===== src/hw/rtl/bfd_cdiv.sv =====
// Two-stage divide of an unsigned value by a fixed divisor: reciprocal
// multiply, then one compare-and-subtract correction. Depends on nothing.
`default_nettype none
module bfd_cdiv #(
    parameter int IN_W    = 11,
    parameter int DIVISOR = 8
) (
    input  wire logic              i_clk,
    input  wire logic              i_rst_n,
    input  wire logic              i_start,
    input  wire logic [IN_W-1:0]   i_x,
    output logic                   o_done,
    output logic      [IN_W-1:0]   o_quot,
    output logic      [IN_W-1:0]   o_rem
);

    // floor(2^IN_W / DIVISOR); the estimate is low by at most one
    localparam int MULT_W = IN_W + 1;
    localparam int DIV_W  = $clog2(DIVISOR + 1) + 1;
    localparam int WIDE_W = IN_W + DIV_W;
    localparam logic [MULT_W-1:0] MULT = MULT_W'((2 ** IN_W) / DIVISOR);
    localparam logic [DIV_W-1:0]  DIVC = DIV_W'(DIVISOR);

    logic                     r_v1;
    logic                     r_v2;
    logic [IN_W-1:0]          r_x;
    logic [IN_W-1:0]          r_q0;
    logic [IN_W-1:0]          r_quot;
    logic [IN_W-1:0]          r_rem;
    logic [IN_W+MULT_W-1:0]   prod;
    logic [WIDE_W-1:0]        back;
    logic [WIDE_W-1:0]        diff;
    logic                     fix;

    // Stage 1: quotient estimate
    assign prod = (IN_W + MULT_W)'(i_x) * (IN_W + MULT_W)'(MULT);

    // Stage 2: remainder and correction
    assign back = WIDE_W'(r_q0) * WIDE_W'(DIVC);
    assign diff = WIDE_W'(r_x) - back;
    assign fix  = (diff >= WIDE_W'(DIVC));

    always_ff @(posedge i_clk) begin
        if (!i_rst_n) begin
            r_v1 <= 1'b0;
            r_v2 <= 1'b0;
        end else begin
            r_v1 <= i_start;
            r_v2 <= r_v1;
        end
    end

    always_ff @(posedge i_clk) begin
        if (i_start) begin
            r_x  <= i_x;
            r_q0 <= prod[IN_W +: IN_W];
        end
        if (r_v1) begin
            r_quot <= fix ? r_q0 + IN_W'(1) : r_q0;
            r_rem  <= fix ? IN_W'(diff - WIDE_W'(DIVC)) : IN_W'(diff);
        end
    end

    assign o_done = r_v2;
    assign o_quot = r_quot;
    assign o_rem  = r_rem;

endmodule
`default_nettype wire


===== config.mk =====
export PLATFORM = sky130hd
export DESIGN_NAME = bfd_cdiv
export DESIGN_NICKNAME = d
export VERILOG_FILES = /design/src/hw/rtl/bfd_cdiv.sv
export SDC_FILE = /design/constraint.sdc
export NUM_CORES = 1
export LEC_CHECK = 0
export ABC_AREA = 0
export ABC_CLOCK_PERIOD_IN_PS = 1200
export BUFFER_PORTS_ARGS = -buffer_cell sky130_fd_sc_hd__buf_2
export CORE_MARGIN = 2
export CORE_UTILIZATION = 43
export DETAILED_ROUTE_END_ITERATION = 16
export PLACE_DENSITY = 0.82
export SLEW_MARGIN = 0
export SYNTH_ARGS = -nofsm -noshare
export SYNTH_HDL_FRONTEND = slang
export SYNTH_SLANG_ARGS = --single-unit

===== constraint.sdc =====
create_clock -name i_clk -period 1.2 [get_ports i_clk]
set_input_delay 0.36 -clock i_clk [delete_from_list [all_inputs] [get_ports i_clk]]
set_output_delay 0.36 -clock i_clk [all_outputs]
set_load 0.01 [all_outputs]

==> flow_summary.yaml <==
route:
  vias: 339
  drt_iter0_drc: 0
  postRouteAntennaNets: 0
  drc: 0
  routed_wl_um: 903
  avgViaCountPerCell: 3.73
  routedWlPerCell_um: 9.92
  drt_first_pass_iters: 1
synthesis:
  syn_inst: 38
  ys_warn_count: 0
  avgSynthCellArea_um2: 21.0
  synth.distinct_cells: 5
  netlist_area_um2: 800
  synth-seq-cells: 24
  yosysSeqAreaShare: 0.876
min_path:
  min_path_type: "input port to flop"
  hold_path_end: "r_x[4]"
  hold_path.startpoint: "i_x[4]"
  min_path_cells: 1
floorplanning:
  dieArea_um2: 2220
  coreArea_um2: 1750
  die_w_um: 47.1
  rows: 15
  io_pins: 37
  die_h_um: 47.1
  start_util: 0.458
timing:
  skew_ns: 0.00217
  clock.fmax_mhz: 849
  fin_crit_ns: 1.18
  hold_viol: 0
  hold_ws_ns: 0.226
  drv_slew: 0
  setup-violations-final: 0
  rsz0062_at_grt: "yes"
  setup_slack_ns: 0.0222
  period_share: 0.981
outcome:
  outcome: "finished, final reports clean"
place:
  gp_congestion: 0.661
  port_buffers: 25
  pre_cts_slack_ns: 0.240
worst_setup_path:
  crit_fanout: 1
  r2r_setup_slack_ns: 0.25
  cp_num_cells: 1
  cpLargestDelayFamily: "flip-flops"
  slowest_stage: "edfxtp_1"
  worst-path-buf-inv: 1
  cp-end-kind: "output port"
  worstSetupPathType: "flop to output port"
  worst_path_largest_cell_delay_ns: 0.38
  rr_worst_depth: 0
  critPathLaunchType: "flop"
  cp.arrival_ns: 0.82
  required_ns: 0.84
  r2r-start: "r_v1"
  cp_cell_sequence: "buf_2"
  r2r-end: "o_quot[7]"
grt:
  grt_pass1_wl_mm: 1.12
  gr-total-overflow: 0
  grt_util_all_layers: 0.0816
  grt_pass1_vias: 279
  antenna_found_initial: 0
  grt_max_degree: 14
final_layout:
  drive_gt1_frac: 0.439
  final_nets: 81
  area_delta_synth_final_pct: 18.5
  diodes: 0
cts:
  clk_pin_slew_ns: 0.12
  cts_root_buffer: "clkbuf_4"
  cts_resized: 0
  ctsLongestPathBuffers: 2
  htree_levels: 1
  hold_buffers: 0
  cts_sinks: 24
  post-cts-setup-buffer-count: 0
  cts_tree: "yes"
  numCtsBuffers: 3
  clk_latency_ns: 0.30
run:
  cap_violations: 0
power_and_ir_drop:
  p_leak_nw: 0.389
  power.density_nw_per_um2: 1560
  ir_worst_vdd_mv: 0.500
[layout by cell type (no fill, tap or decap)]
cell      Yosys  routed
and2_1        2       2
buf_2         0      25
clkbuf_4      0       3
clkbuf_8      0       1
conb_1        1      11
dfxtp_1       2       2
edfxtp_1     22      22
[per-stage QoR]
stage	area, µm²	setup TNS [ns]	std cells	util	power [mW]
3_5_place_dp	911	0	87	0.522	1.11
5_1_grt	947	-0.324	91	0.543	1.55
4_1_cts	947	-0.000296	91	0.543	1.49
3_3_place_gp	911	0	87	0.522	1.10
6_report	947	0	91	0.543	1.48
2_1_floorplan	837	0	48	-	1.08
[cells by family (layout without fill, tap and decap cells)]
logic type | count (synthesis) | after routing | synth area share
flops | 24 | 24 | 0.876
simple gates | 2 | 2 | 0.0156
buf+inv | 11 | 29 | 0.103
other cells | 1 | 11 | 0.00469
[flip-flops by register name (all words and copies together) (netlist names)]
register and flops:
o_rem 3, r_v1 1, o_done 1, r_x 11, o_quot 8
[cell usage after synthesis]
cell type | instances | area share
and2_1 | 2 | 0.016
buf_4 | 11 | 0.10
edfxtp_1 | 22 | 0.83
conb_1 | 1 | 0.0047
dfxtp_1 | 2 | 0.050
[layout make-up]
class                      instances  area [µm²]
fill                             144         798
sequential                        24         701
timing repair buffer              25         125
multi-input combinational         13        53.8
clock buffer                       4        36.3
tap                               25        31.3
[power by group]
group | internal (mW) | switching (mW)
logic | 0.0343 | 0.0520
clock network | 0.185 | 0.210
registers | 0.981 | 0.0183
[metal layers]
metal | track usage | up-vias | routed length [µm]
met4 | 0.100 | 0 | 19
met2 | 0.129 | 15 | 493
met3 | 0.0115 | 2 | 40
met1 | 0.0842 | 153 | 350
li1 | - | 169 | -
met5 | 0 | - | 0
[worst max path at each step]
stage	from	endpoint	slack, ns
after floorplan	r_v1	o_quot[0]	0.33
after global placement	r_v1	o_rem[2]	0.28
after detailed placement	r_v1	o_rem[2]	0.24
after CTS	o_quot[3]	o_quot[3]	-0.0003
after global routing	o_quot[7]	o_quot[7]	-0.05
final	o_quot[3]	o_quot[3]	0.02
(Power assumes the default switching activity.)
